**src/nlbc_pkg.sv**
```systemverilog
// Shared constants, character codes and helper functions of the number literal classifier.
package nlbc_pkg;

    // Longest token that still gets classified.
    localparam int MAX_TOKEN_LEN = 64;

    // The character counter saturates at MAX_TOKEN_LEN + 1.
    localparam int CNT_W = $clog2(MAX_TOKEN_LEN + 2);

    // Field widths of one input item and one result item.
    localparam int CHAR_W  = 8;
    localparam int RADIX_W = 5;
    localparam int START_W = 2;
    localparam int LEN_W   = 7;
    localparam int RES_W   = RADIX_W + START_W + LEN_W;
    localparam int RES_TDATA_W = ((RES_W + 7) / 8) * 8;

    // Width used to form digit lengths before they are cut to LEN_W.
    localparam int EXT_W = (CNT_W + 1 > LEN_W) ? CNT_W + 1 : LEN_W;

    // Radix codes.
    localparam logic [RADIX_W-1:0] RADIX_NONE = 5'd0;
    localparam logic [RADIX_W-1:0] RADIX_BIN  = 5'd2;
    localparam logic [RADIX_W-1:0] RADIX_DEC  = 5'd10;
    localparam logic [RADIX_W-1:0] RADIX_HEX  = 5'd16;

    // Digit start offsets.
    localparam logic [START_W-1:0] START_NONE   = 2'd0;
    localparam logic [START_W-1:0] START_MARK   = 2'd1;
    localparam logic [START_W-1:0] START_PREFIX = 2'd2;

    // ASCII codes of the marker characters.
    localparam logic [CHAR_W-1:0] CH_PERCENT = 8'h25;
    localparam logic [CHAR_W-1:0] CH_DOLLAR  = 8'h24;
    localparam logic [CHAR_W-1:0] CH_ZERO    = 8'h30;
    localparam logic [CHAR_W-1:0] CH_NINE    = 8'h39;
    localparam logic [CHAR_W-1:0] CH_ONE     = 8'h31;
    localparam logic [CHAR_W-1:0] CH_LO_B    = 8'h62;
    localparam logic [CHAR_W-1:0] CH_UP_B    = 8'h42;
    localparam logic [CHAR_W-1:0] CH_LO_H    = 8'h68;
    localparam logic [CHAR_W-1:0] CH_UP_H    = 8'h48;
    localparam logic [CHAR_W-1:0] CH_LO_X    = 8'h78;
    localparam logic [CHAR_W-1:0] CH_UP_X    = 8'h58;
    localparam logic [CHAR_W-1:0] CH_UP_A    = 8'h41;
    localparam logic [CHAR_W-1:0] CH_UP_F    = 8'h46;
    localparam logic [CHAR_W-1:0] CH_LO_A    = 8'h61;
    localparam logic [CHAR_W-1:0] CH_LO_F    = 8'h66;

    // Character class tests.
    function automatic logic is_bin(input logic [CHAR_W-1:0] c);
        return (c == CH_ZERO) || (c == CH_ONE);
    endfunction

    function automatic logic is_dec(input logic [CHAR_W-1:0] c);
        return (c >= CH_ZERO) && (c <= CH_NINE);
    endfunction

    function automatic logic is_hex(input logic [CHAR_W-1:0] c);
        return is_dec(c) || ((c >= CH_UP_A) && (c <= CH_UP_F))
               || ((c >= CH_LO_A) && (c <= CH_LO_F));
    endfunction

endpackage

```
**src/number_literal_base_classifier_top.sv**
```systemverilog
// Number literal radix classifier: per-token character scan and registered result.
//
// Usage: a token is sent one character per input item on the slave channel
// (i_s_tdata holds the character, i_s_tlast marks the final one). Characters
// before the final one only update the running scan flags and give no result.
// The final character gives exactly one result item on the master channel:
// the radix (0, 2, 10 or 16), the offset of the first digit, the digit count
// and, in tuser, a flag for tokens longer than MAX_TOKEN_LEN characters.
// The result is registered: it appears in the cycle after the final character is taken.
// Throughput: one character per cycle while no result is stalled, set by the single output register;
// the scan flags and the classification are one level of shallow logic.
// When the receiver stalls, the result is held in the output register and
// o_s_tready drops only while that register is full and not being taken, so
// a new character is still taken in the cycle the held result leaves.
// Reset (synchronous, active low) clears the scan state to the start of a
// new token and empties the output register.
module number_literal_base_classifier_top (
    input  logic                                i_clk,
    input  logic                                i_rst_n,
    // Input channel.
    input  logic                                i_s_tvalid,
    output logic                                o_s_tready,
    input  logic [nlbc_pkg::CHAR_W-1:0]         i_s_tdata,  // [7:0] char_code
    input  logic                                i_s_tlast,  // last_char
    // Result channel.
    output logic                                o_m_tvalid,
    input  logic                                i_m_tready,
    // [4:0] radix, [6:5] digits_start, [13:7] digits_length, [15:14] zero
    output logic [nlbc_pkg::RES_TDATA_W-1:0]    o_m_tdata,
    output logic                                o_m_tuser   // too_long
);

    // Scan state of the token in progress.
    logic [nlbc_pkg::CNT_W-1:0]  r_count,   n_count;
    logic [nlbc_pkg::CHAR_W-1:0] r_first,   n_first;
    logic [nlbc_pkg::CHAR_W-1:0] r_second,  n_second;
    logic r_all_bin, n_all_bin, r_bin_one, n_bin_one, r_bin_two, n_bin_two;
    logic r_all_dec, n_all_dec;
    logic r_all_hex, n_all_hex, r_hex_one, n_hex_one, r_hex_two, n_hex_two;

    // Output register.
    logic                              r_m_valid;
    logic [nlbc_pkg::RADIX_W-1:0]      r_radix,  n_radix;
    logic [nlbc_pkg::START_W-1:0]      r_start,  n_start;
    logic [nlbc_pkg::LEN_W-1:0]        r_len,    n_len;
    logic                              r_too_long, n_too_long;

    logic s_accept;
    logic c_bin, c_dec, c_hex;
    logic [nlbc_pkg::CHAR_W-1:0] first;
    logic [nlbc_pkg::EXT_W-1:0]  cnt_ext, len_all, len_less1, len_less2;

    assign o_s_tready = !r_m_valid || i_m_tready;
    assign s_accept   = i_s_tvalid && o_s_tready;

    assign c_bin = nlbc_pkg::is_bin(i_s_tdata);
    assign c_dec = nlbc_pkg::is_dec(i_s_tdata);
    assign c_hex = nlbc_pkg::is_hex(i_s_tdata);

    // Candidate digit lengths: the token length is count + 1.
    assign cnt_ext   = nlbc_pkg::EXT_W'(r_count);
    assign len_all   = cnt_ext + nlbc_pkg::EXT_W'(1);
    assign len_less1 = cnt_ext;
    assign len_less2 = cnt_ext - nlbc_pkg::EXT_W'(1);

    // For a one-character token the first character is the current one.
    assign first = (r_count == '0) ? i_s_tdata : r_first;

    // Scan state update for characters before the final one.
    always_comb begin
        n_count  = r_count;
        n_first  = r_first;
        n_second = r_second;
        n_all_bin = r_all_bin;
        n_bin_one = r_bin_one;
        n_bin_two = r_bin_two;
        n_all_dec = r_all_dec;
        n_all_hex = r_all_hex;
        n_hex_one = r_hex_one;
        n_hex_two = r_hex_two;
        if (r_count == nlbc_pkg::CNT_W'(0)) begin
            n_first = i_s_tdata;
        end
        if (r_count == nlbc_pkg::CNT_W'(1)) begin
            n_second = i_s_tdata;
        end
        n_all_bin = r_all_bin && c_bin;
        n_all_dec = r_all_dec && c_dec;
        n_all_hex = r_all_hex && c_hex;
        if (r_count >= nlbc_pkg::CNT_W'(1)) begin
            n_bin_one = r_bin_one && c_bin;
            n_hex_one = r_hex_one && c_hex;
        end
        if (r_count >= nlbc_pkg::CNT_W'(2)) begin
            n_bin_two = r_bin_two && c_bin;
            n_hex_two = r_hex_two && c_hex;
        end
        if (r_count != nlbc_pkg::CNT_W'(nlbc_pkg::MAX_TOKEN_LEN + 1)) begin
            n_count = r_count + nlbc_pkg::CNT_W'(1);
        end
    end

    // Classification of the token on its final character.
    always_comb begin
        n_radix    = nlbc_pkg::RADIX_NONE;
        n_start    = nlbc_pkg::START_NONE;
        n_len      = '0;
        n_too_long = 1'b0;
        if (r_count >= nlbc_pkg::CNT_W'(nlbc_pkg::MAX_TOKEN_LEN)) begin
            n_too_long = 1'b1;
        end else begin
            // Binary forms: suffix, percent prefix, zero-b prefix.
            if (i_s_tdata == nlbc_pkg::CH_LO_B || i_s_tdata == nlbc_pkg::CH_UP_B) begin
                if (r_count >= nlbc_pkg::CNT_W'(1) && r_all_bin) begin
                    n_radix = nlbc_pkg::RADIX_BIN;
                    n_len   = len_less1[nlbc_pkg::LEN_W-1:0];
                end
            end else if (first == nlbc_pkg::CH_PERCENT) begin
                if (r_count >= nlbc_pkg::CNT_W'(1) && r_bin_one && c_bin) begin
                    n_radix = nlbc_pkg::RADIX_BIN;
                    n_start = nlbc_pkg::START_MARK;
                    n_len   = len_less1[nlbc_pkg::LEN_W-1:0];
                end
            end else if (first == nlbc_pkg::CH_ZERO) begin
                if (r_count >= nlbc_pkg::CNT_W'(2)
                    && (r_second == nlbc_pkg::CH_LO_B || r_second == nlbc_pkg::CH_UP_B)
                    && r_bin_two && c_bin) begin
                    n_radix = nlbc_pkg::RADIX_BIN;
                    n_start = nlbc_pkg::START_PREFIX;
                    n_len   = len_less2[nlbc_pkg::LEN_W-1:0];
                end
            end

            // Decimal: every character a digit.
            if (n_radix == nlbc_pkg::RADIX_NONE && r_all_dec && c_dec) begin
                n_radix = nlbc_pkg::RADIX_DEC;
                n_start = nlbc_pkg::START_NONE;
                n_len   = len_all[nlbc_pkg::LEN_W-1:0];
            end

            // Hexadecimal forms: suffix, dollar prefix, zero-x prefix.
            if (n_radix == nlbc_pkg::RADIX_NONE) begin
                if (i_s_tdata == nlbc_pkg::CH_LO_H || i_s_tdata == nlbc_pkg::CH_UP_H) begin
                    if (r_count >= nlbc_pkg::CNT_W'(1) && r_all_hex) begin
                        n_radix = nlbc_pkg::RADIX_HEX;
                        n_len   = len_less1[nlbc_pkg::LEN_W-1:0];
                    end
                end else if (first == nlbc_pkg::CH_DOLLAR) begin
                    if (r_count >= nlbc_pkg::CNT_W'(1) && r_hex_one && c_hex) begin
                        n_radix = nlbc_pkg::RADIX_HEX;
                        n_start = nlbc_pkg::START_MARK;
                        n_len   = len_less1[nlbc_pkg::LEN_W-1:0];
                    end
                end else if (first == nlbc_pkg::CH_ZERO) begin
                    if (r_count >= nlbc_pkg::CNT_W'(2)
                        && (r_second == nlbc_pkg::CH_LO_X || r_second == nlbc_pkg::CH_UP_X)
                        && r_hex_two && c_hex) begin
                        n_radix = nlbc_pkg::RADIX_HEX;
                        n_start = nlbc_pkg::START_PREFIX;
                        n_len   = len_less2[nlbc_pkg::LEN_W-1:0];
                    end
                end
            end
        end
    end

    // Scan state registers: a final character returns them to the token start.
    always_ff @(posedge i_clk) begin
        if (!i_rst_n || (s_accept && i_s_tlast)) begin
            r_count   <= '0;
            r_first   <= '0;
            r_second  <= '0;
            r_all_bin <= 1'b1;
            r_bin_one <= 1'b1;
            r_bin_two <= 1'b1;
            r_all_dec <= 1'b1;
            r_all_hex <= 1'b1;
            r_hex_one <= 1'b1;
            r_hex_two <= 1'b1;
        end else if (s_accept) begin
            r_count   <= n_count;
            r_first   <= n_first;
            r_second  <= n_second;
            r_all_bin <= n_all_bin;
            r_bin_one <= n_bin_one;
            r_bin_two <= n_bin_two;
            r_all_dec <= n_all_dec;
            r_all_hex <= n_all_hex;
            r_hex_one <= n_hex_one;
            r_hex_two <= n_hex_two;
        end
    end

    // Output valid flag.
    always_ff @(posedge i_clk) begin
        if (!i_rst_n) begin
            r_m_valid <= 1'b0;
        end else if (s_accept && i_s_tlast) begin
            r_m_valid <= 1'b1;
        end else if (i_m_tready) begin
            r_m_valid <= 1'b0;
        end
    end

    // Output payload, loaded with each token result.
    always_ff @(posedge i_clk) begin
        if (s_accept && i_s_tlast) begin
            r_radix    <= n_radix;
            r_start    <= n_start;
            r_len      <= n_len;
            r_too_long <= n_too_long;
        end
    end

    assign o_m_tvalid = r_m_valid;
    assign o_m_tdata  = nlbc_pkg::RES_TDATA_W'({r_len, r_start, r_radix});
    assign o_m_tuser  = r_too_long;

endmodule

```
**config.mk**
```make
export PLATFORM = sky130hd
export DESIGN_NAME = number_literal_base_classifier_top
export DESIGN_NICKNAME = d
export VERILOG_FILES = /design/src/nlbc_pkg.sv /design/src/number_literal_base_classifier_top.sv
export SDC_FILE = /design/constraint.sdc
export NUM_CORES = 1
export LEC_CHECK = 0
export BUFFER_PORTS_ARGS = -buffer_cell sky130_fd_sc_hd__buf_2
export CORE_MARGIN = 2
export CORE_UTILIZATION = 40
export CTS_BUF_LIST = sky130_fd_sc_hd__clkbuf_4 sky130_fd_sc_hd__clkbuf_8 sky130_fd_sc_hd__clkbuf_16
export DETAILED_ROUTE_END_ITERATION = 6
export GPL_TIMING_DRIVEN = 0
export PLACE_DENSITY = 0.63
export SYNTH_ARGS = -nofsm -noshare
export SYNTH_HDL_FRONTEND = slang
export SYNTH_SLANG_ARGS = --single-unit
```
**constraint.sdc**
```tcl
create_clock -name i_clk -period 3.2 [get_ports i_clk]
set_clock_uncertainty 0.15 [all_clocks]
set_input_delay 0.16 -clock i_clk [delete_from_list [all_inputs] [get_ports i_clk]]
set_output_delay 0.16 -clock i_clk [all_outputs]
set_load 0.01 [all_outputs]
```
==> impl_metrics.csv, run 1 <==
group,metric,value,unit
status,status,"completed",
routing,wl,6.603,mm
yosys,yosysSeqAreaShare,0.3915,
timing,finalCritPeriodShare,0.9643,
critical_path,crit_fanout,8,
timing,min_period,3.086,ns
die,num_io_pins,32,
finish,diodes,0,
placed_design,port_buffers,25,
timing,hold_viol,0,
routing,drc_errors,0,
yosys,synth.area.top_cells,"dfxtp_1, edfxtp_1, nand2_1",
critical_path,crit_required,3.21,ns
yosys,synth_area,2531,µm²
power,ir_drop,0.2432,mV
routing,wl_per_cell,15.65,µm
die,fp.dieW,83.55,µm
timing,whs,0.01000,ns
critical_path,critPathMaxStageDelay,0.60,ns
power,seq_power_share,0.488,
yosys,ys.flop_type,"dfxtp_1",
placed_design,place.gp.congestion,0.9278,
timing,finalSetupViolCount,0,
critical_path,timing.rr.end,"r_len[3]$_SDFFCE_PP0P_",
yosys,synth_top_area_share,0.2373,
finish,syn_to_final_growth,19.77,%
global_route,grt_pass1_wl,10.76,mm
finish,nets,362,
yosys,synth_seq_cells,43,
clocking,cts_tree,"done",
placed_design,place_inst,406,
critical_path,cp.arrival,3.09,ns
routing,drtIter0Drc,128,
placed_design,dpl.hpwl,4.804,mm
yosys,yosysWarnings,0,
global_route,grt_busiest_layer,"met2",
critical_path,crit_type,"reg2reg",
clocking,cts_buffers,5,
die,core,6026,µm²
min_path,hold_path_depth,3,
critical_path,crit-reg2reg-launch,"r_count[0]$_SDFFE_PP0P_",
timing,fin_ws,0.1141,ns
global_route,gr-usage-met1,0.2497,
power,clkPwrFrac,0.370,
die,row_count,28,
routing,dr.pass1.iters,7,
yosys,avgSynthCellArea,8.354,µm²
clocking,clk_pin_slew,0.09,ns
timing,worstMarginPinSlew,0.7285,ns
power,p_leak,1.125,nW
power,comb_power_share,0.142,
global_route,antenna_found_initial,0,
timing,rsz0062_at_grt,"false",
global_route,overflow,0,
timing,relSlewSlack,0.5080,
power,total_power,1.221,mW
critical_path,path_cells,"inv_1 -> ha_4 -> or3b_4 -> o211ai_1 -> a2111o_1 -> nor3_4 -> nand4_1 -> a311o_1 -> a21oi_1",
timing,slew_viol_final,0,
routing,via_per_inst,5.822,
clocking,ctsHtreeMaxLevel,2,
global_route,met3_usage,0.03264,
global_route,grtUsageTotal,0.1880,
critical_path,start_kind,"flop",
clocking,cts.sinks,43,
placed_design,dpl_worst_slack,-0.2051,ns
power,sw_frac_of_total,0.2632,
flow_run,maxCapViolCount,0,
min_path,hold_class,"in2reg",
power,power_density,402.7,nW/µm²
die,dieArea,6981,µm²
global_route,grt_pass1_vias,2257,
global_route,grt_start_max_net_pins,15,
finish,layout-drive-gt1-share,0.1988,
critical_path,r2r_cells,9,
timing,timing.fmax,0.3241,GHz
critical_path,end_kind,"flop",
clocking,cts_buffer_depth,2,
yosys,synthArstFlopShare,0,
die,initial_core_util,0.4201,
power,netSwitchingPower,0.3214,mW
yosys,synthCells,303,
finish,final_cells,422,
yosys,post-synth-top-count-cell,"nand2_1",
global_route,use_met2,0.3028,
clocking,root_buffer,"clkbuf_8",
yosys,synth_edf_count,13,
yosys,synthTopCellsByCount,"nand2_1, dfxtp_1, nor2_1",
min_path,min_from,"i_s_tdata[6]",
yosys,yosysUniqueCellTypes,61,
critical_path,slowest_stage,"a2111o_1",
critical_path,rrSetupSlack,0.11,ns
yosys,synth_area_leader_cell,"dfxtp_1",
routing,drtAntennaViolNets,0,
clocking,worstSkewPairLatency,0.31,ns
power,p_int,0.8995,mW
min_path,worstHoldEndpoint,"r_first[6]$_SDFFE_PP0P_",
die,die_y,83.55,µm
routing,vias,2457,
kinds of logic after synthesis:
family,Yosys count,synth area share
compound gates,69,0.1780
xor+xnor,5,0.01730
fa+ha+maj,3,0.01483
buf+inv,29,0.05734
flops,43,0.3915
mux,9,0.03559
other cells,1,0.001482
simple gates,144,0.3040
cell usage in the layout, fill, tap and decap left out, drive strengths merged, types with 4 or more instances in the layout:
cell    count
a21oi      25
and2        5
and3        9
buf        41
clkbuf     19
conb        4
dfxtp      30
edfxtp     13
inv         6
mux2i       9
nand2      37
nand3      22
nand4       7
nor2       28
nor3        9
nor4b       4
o21ai      12
or3         4
critical path: cells and delay by family, from the launching register on:
family          cells  cell delay (ns)
compound gates      4             1.29
fa+ha+maj           1             0.21
buf+inv             1             0.15
flops               1             0.45
simple gates        3             0.68
repair_timing:
item                                   4_1_cts  5_1_grt
setup endpoints to repair                    9        9
hold buffers                                 3        0
resized for setup                            8       11
endpoints found under the hold margin        3        0
buffers inserted                             0        5
pin swaps                                    0        5
area by class of cell:
class                   count  area (µm²)
flip-flops and latches     43       992.2
clock inverters             1       7.507
plain buffers              23       123.9
inverters                   6       22.52
multi-input cells         234        1480
fillers                   609        2994
clock buffers               7       118.9
repair buffers             33       192.7
well taps                  75       93.84
power by group through the flow:
stage	clock network [mW]	registers [mW]	logic, mW
2_1_floorplan	0	0.608	0.106
3_3_place_gp	0	0.608	0.153
3_5_place_dp	0	0.609	0.154
4_1_cts	0.463	0.596	0.162
5_1_grt	0.480	0.599	0.191
6_report	0.452	0.596	0.173
per-stage QoR:
stage / TNS (ns) / area [µm²] / utilization
final: 0 / 3032 / 0.5031
after global routing: 0 / 3032 / 0.5031
after CTS: 0 / 2948 / 0.4892
after detailed placement: -1.010 / 2761 / 0.4583
after global placement: -0.8981 / 2761 / 0.4583
after floorplan: 0 / 2542 / -
metal layers:
layer  share of wire  wire (µm)
met1            0.45       2983
met4           0.021        140
met5               0          0
met3           0.059        387
met2            0.47       3092
worst max path at each step:
stage | from | to | slack [ns] | cells after the start
detailed placement | r_count[1]$_SDFFE_PP0P_ | r_len[1]$_SDFFCE_PP0P_ | -0.21 | 10
CTS | r_count[1]$_SDFFE_PP0P_ | r_len[1]$_SDFFCE_PP0P_ | 0.02 | 10
finish | r_count[0]$_SDFFE_PP0P_ | r_len[3]$_SDFFCE_PP0P_ | 0.11 | 9
global route | r_count[1]$_SDFFE_PP0P_ | r_len[3]$_SDFFCE_PP0P_ | 0.005 | 9
global placement | r_count[0]$_SDFFE_PP0P_ | r_len[3]$_SDFFCE_PP0P_ | -0.19 | 9
floorplan | r_count[1]$_SDFFE_PP0P_ | r_len[3]$_SDFFCE_PP0P_ | 0.30 | 9
flip-flops by register name, indices dropped and copies added, names as in the netlist, 2 cells and up:
signal and count:
r_radix 3, r_count 7, r_first 8, r_start 2
r_len 7, r_second 7
Power figures use the tool's default switching activity.
==> run 2, diff against run 1 <==
- RECOVER_POWER: unset -> 100
==> run 2 against run 1 <==
Against the previous run: via count is 0.33% higher; setup slack better by 0.028 ns; register-to-register slack improved by 0.03 ns; global-route usage unchanged; critical path type unchanged; largest cell class unchanged.
==> impl_metrics.csv, run 2 (synthesized netlist as in run 1, its figures left out) <==
group,metric,value,unit
finish,final_cell_mix,"nand2_1, clkbuf_1, dfxtp_1, nor2_1, a21oi_1",
finish,nets,362,
critical_path,crit_fanout,8,
clocking,worstSkewPairLatency,0.31,ns
timing,worstMarginPinSlew,1.221,ns
finish,final_common_cell,"nand2_1",
flow_run,maxCapViolCount,0,
die,num_io_pins,32,
routing,drtAntennaViolNets,0,
power,ir_drop,0.2461,mV
min_path,hold_class,"in2reg",
critical_path,critPathMaxStageDelay,0.44,ns
routing,wl,6.555,mm
global_route,grt_pass1_vias,2257,
status,status,"completed",
clocking,ctsHtreeMaxLevel,2,
power,p_leak,1.076,nW
die,core,6026,µm²
routing,vias,2465,
global_route,antenna_found_initial,0,
die,row_count,28,
routing,drtIter0Drc,152,
global_route,overflow,0,
critical_path,path_cells,"inv_1 -> ha_4 -> or3b_4 -> or4_4 -> a211o_1 -> nor2_4 -> nand2_1 -> a311o_1 -> a21oi_1",
placed_design,place_inst,406,
critical_path,end_kind,"flop",
clocking,cts_tree,"done",
critical_path,slowest_stage,"or4_4",
global_route,grt_start_max_net_pins,15,
finish,layout-drive-gt1-share,0.1470,
critical_path,start_kind,"flop",
clocking,cts_buffer_depth,2,
critical_path,crit_type,"reg2reg",
timing,timing.fmax,0.3270,GHz
finish,diodes,0,
placed_design,port_buffers,25,
timing,relSlewSlack,0.1798,
finish,nFillCells,623,
finish,largest_reg_flops,8,
placed_design,dpl.hpwl,4.804,mm
timing,min_period,3.058,ns
finish,syn_to_final_growth,18.39,%
finish,final_cells,422,
timing,hold_viol,0,
critical_path,crit_required,3.21,ns
timing,finalSetupViolCount,0,
clocking,clk_pin_slew,0.08,ns
routing,via_per_inst,5.841,
clocking,cts_buffers,5,
routing,dr.pass1.iters,5,
global_route,grt_pass1_wl,10.76,mm
timing,rsz0062_at_grt,"false",
timing,slew_viol_final,0,
clocking,root_buffer,"clkbuf_8",
die,fp.dieW,83.55,µm
placed_design,place.gp.congestion,0.9278,
finish,top_register,"r_first",
global_route,grtUsageTotal,0.1880,
clocking,cts.sinks,43,
die,die_y,83.55,µm
finish,fin_util,0.4973,
die,dieArea,6981,µm²
power,power_density,406.2,nW/µm²
critical_path,cp.arrival,3.06,ns
routing,drc_errors,0,
timing,finalCritPeriodShare,0.9556,
die,initial_core_util,0.4201,
routing,wl_per_cell,15.53,µm
-- run 2: cell types whose count changed in the layout (fill, tap and decap cells not counted), sizes merged --
| cell | delta |
|---|---|
| clkbuf | +19 |
| buf | -19 |
-- run 2: what timing repair did --
item                                    4_1_cts  5_1_grt
endpoints found under the setup margin        9        9
pin swaps                                     0        5
gates resized for setup                       8       11
hold buffers                                  3        0
cloned                                        0        0
hold endpoints to repair                      3        0
setup buffers                                 0        5
-- run 2: final timing paths --
kind	startpoint	to	slack, ns	cells after the start
max reg2reg	r_count[0]$_SDFFE_PP0P_	r_len[3]$_SDFFCE_PP0P_	0.14	9
min reg2reg	r_all_bin$_SDFFE_PP1P_	r_all_bin$_SDFFE_PP1P_	0.30	2
min	i_s_tdata[6]	r_first[6]$_SDFFE_PP0P_	0.005	3
max	r_count[0]$_SDFFE_PP0P_	r_len[3]$_SDFFCE_PP0P_	0.14	9
-- run 2: area by class of cell --
class / count / area [µm²] / area share
plain buffers: 23 / 123.9 / 0.04134
clock buffers: 7 / 118.9 / 0.03967
clock inverters: 1 / 7.507 / 0.002505
inverters: 6 / 22.52 / 0.007516
multi-input cells: 234 / 1468 / 0.4898
flip-flops and latches: 43 / 992.2 / 0.3311
well taps: 75 / 93.84 / 0.03132
repair buffers: 33 / 170.2 / 0.05678
-- run 2: worst max-delay path, delay by kind of cell, from the launching register on --
family                     cells  cell delay [ns]
and+or+nand+nor                4             1.13
buffers and inverters          1             0.17
adders and majority gates      1             0.19
DFF                            1             0.39
AOI/OAI and AO/OA              3             0.87
-- run 2: report_power, final --
| group | switching, mW | internal (mW) | leakage, nW |
|---|---|---|---|
| combinational | 0.104 | 0.0662 | 0.644 |
| clock | 0.202 | 0.248 | 0.0607 |
| sequential | 0.0138 | 0.583 | 0.372 |
| total | 0.320 | 0.897 | 1.08 |
-- run 2: per-stage QoR --
step / hold slack [ns] / power, mW / instance area (µm²) / TNS, ns / worst slack (ns)
5_1_grt: 0.04034 / 1.268 / 2997 / 0 / 0.01539
3_5_place_dp: 0.2888 / 0.7631 / 2761 / -1.010 / -0.2051
3_3_place_gp: 0.2802 / 0.7611 / 2761 / -0.8981 / -0.1886
4_1_cts: 0.001237 / 1.221 / 2948 / 0 / 0.01585
6_report: 0.005432 / 1.217 / 2997 / 0 / 0.1421
2_1_floorplan: 0.1568 / 0.7146 / 2542 / 0 / 0.3025
-- run 2: layer usage --
metal | track usage | routed length, µm | vias up
met5 | 0 | 0 | -
met2 | 0.3028 | 3062 | 99
met1 | 0.2497 | 2912 | 1158
li1 | - | - | 1192
met4 | 0.07625 | 158 | 0
met3 | 0.03264 | 422 | 16
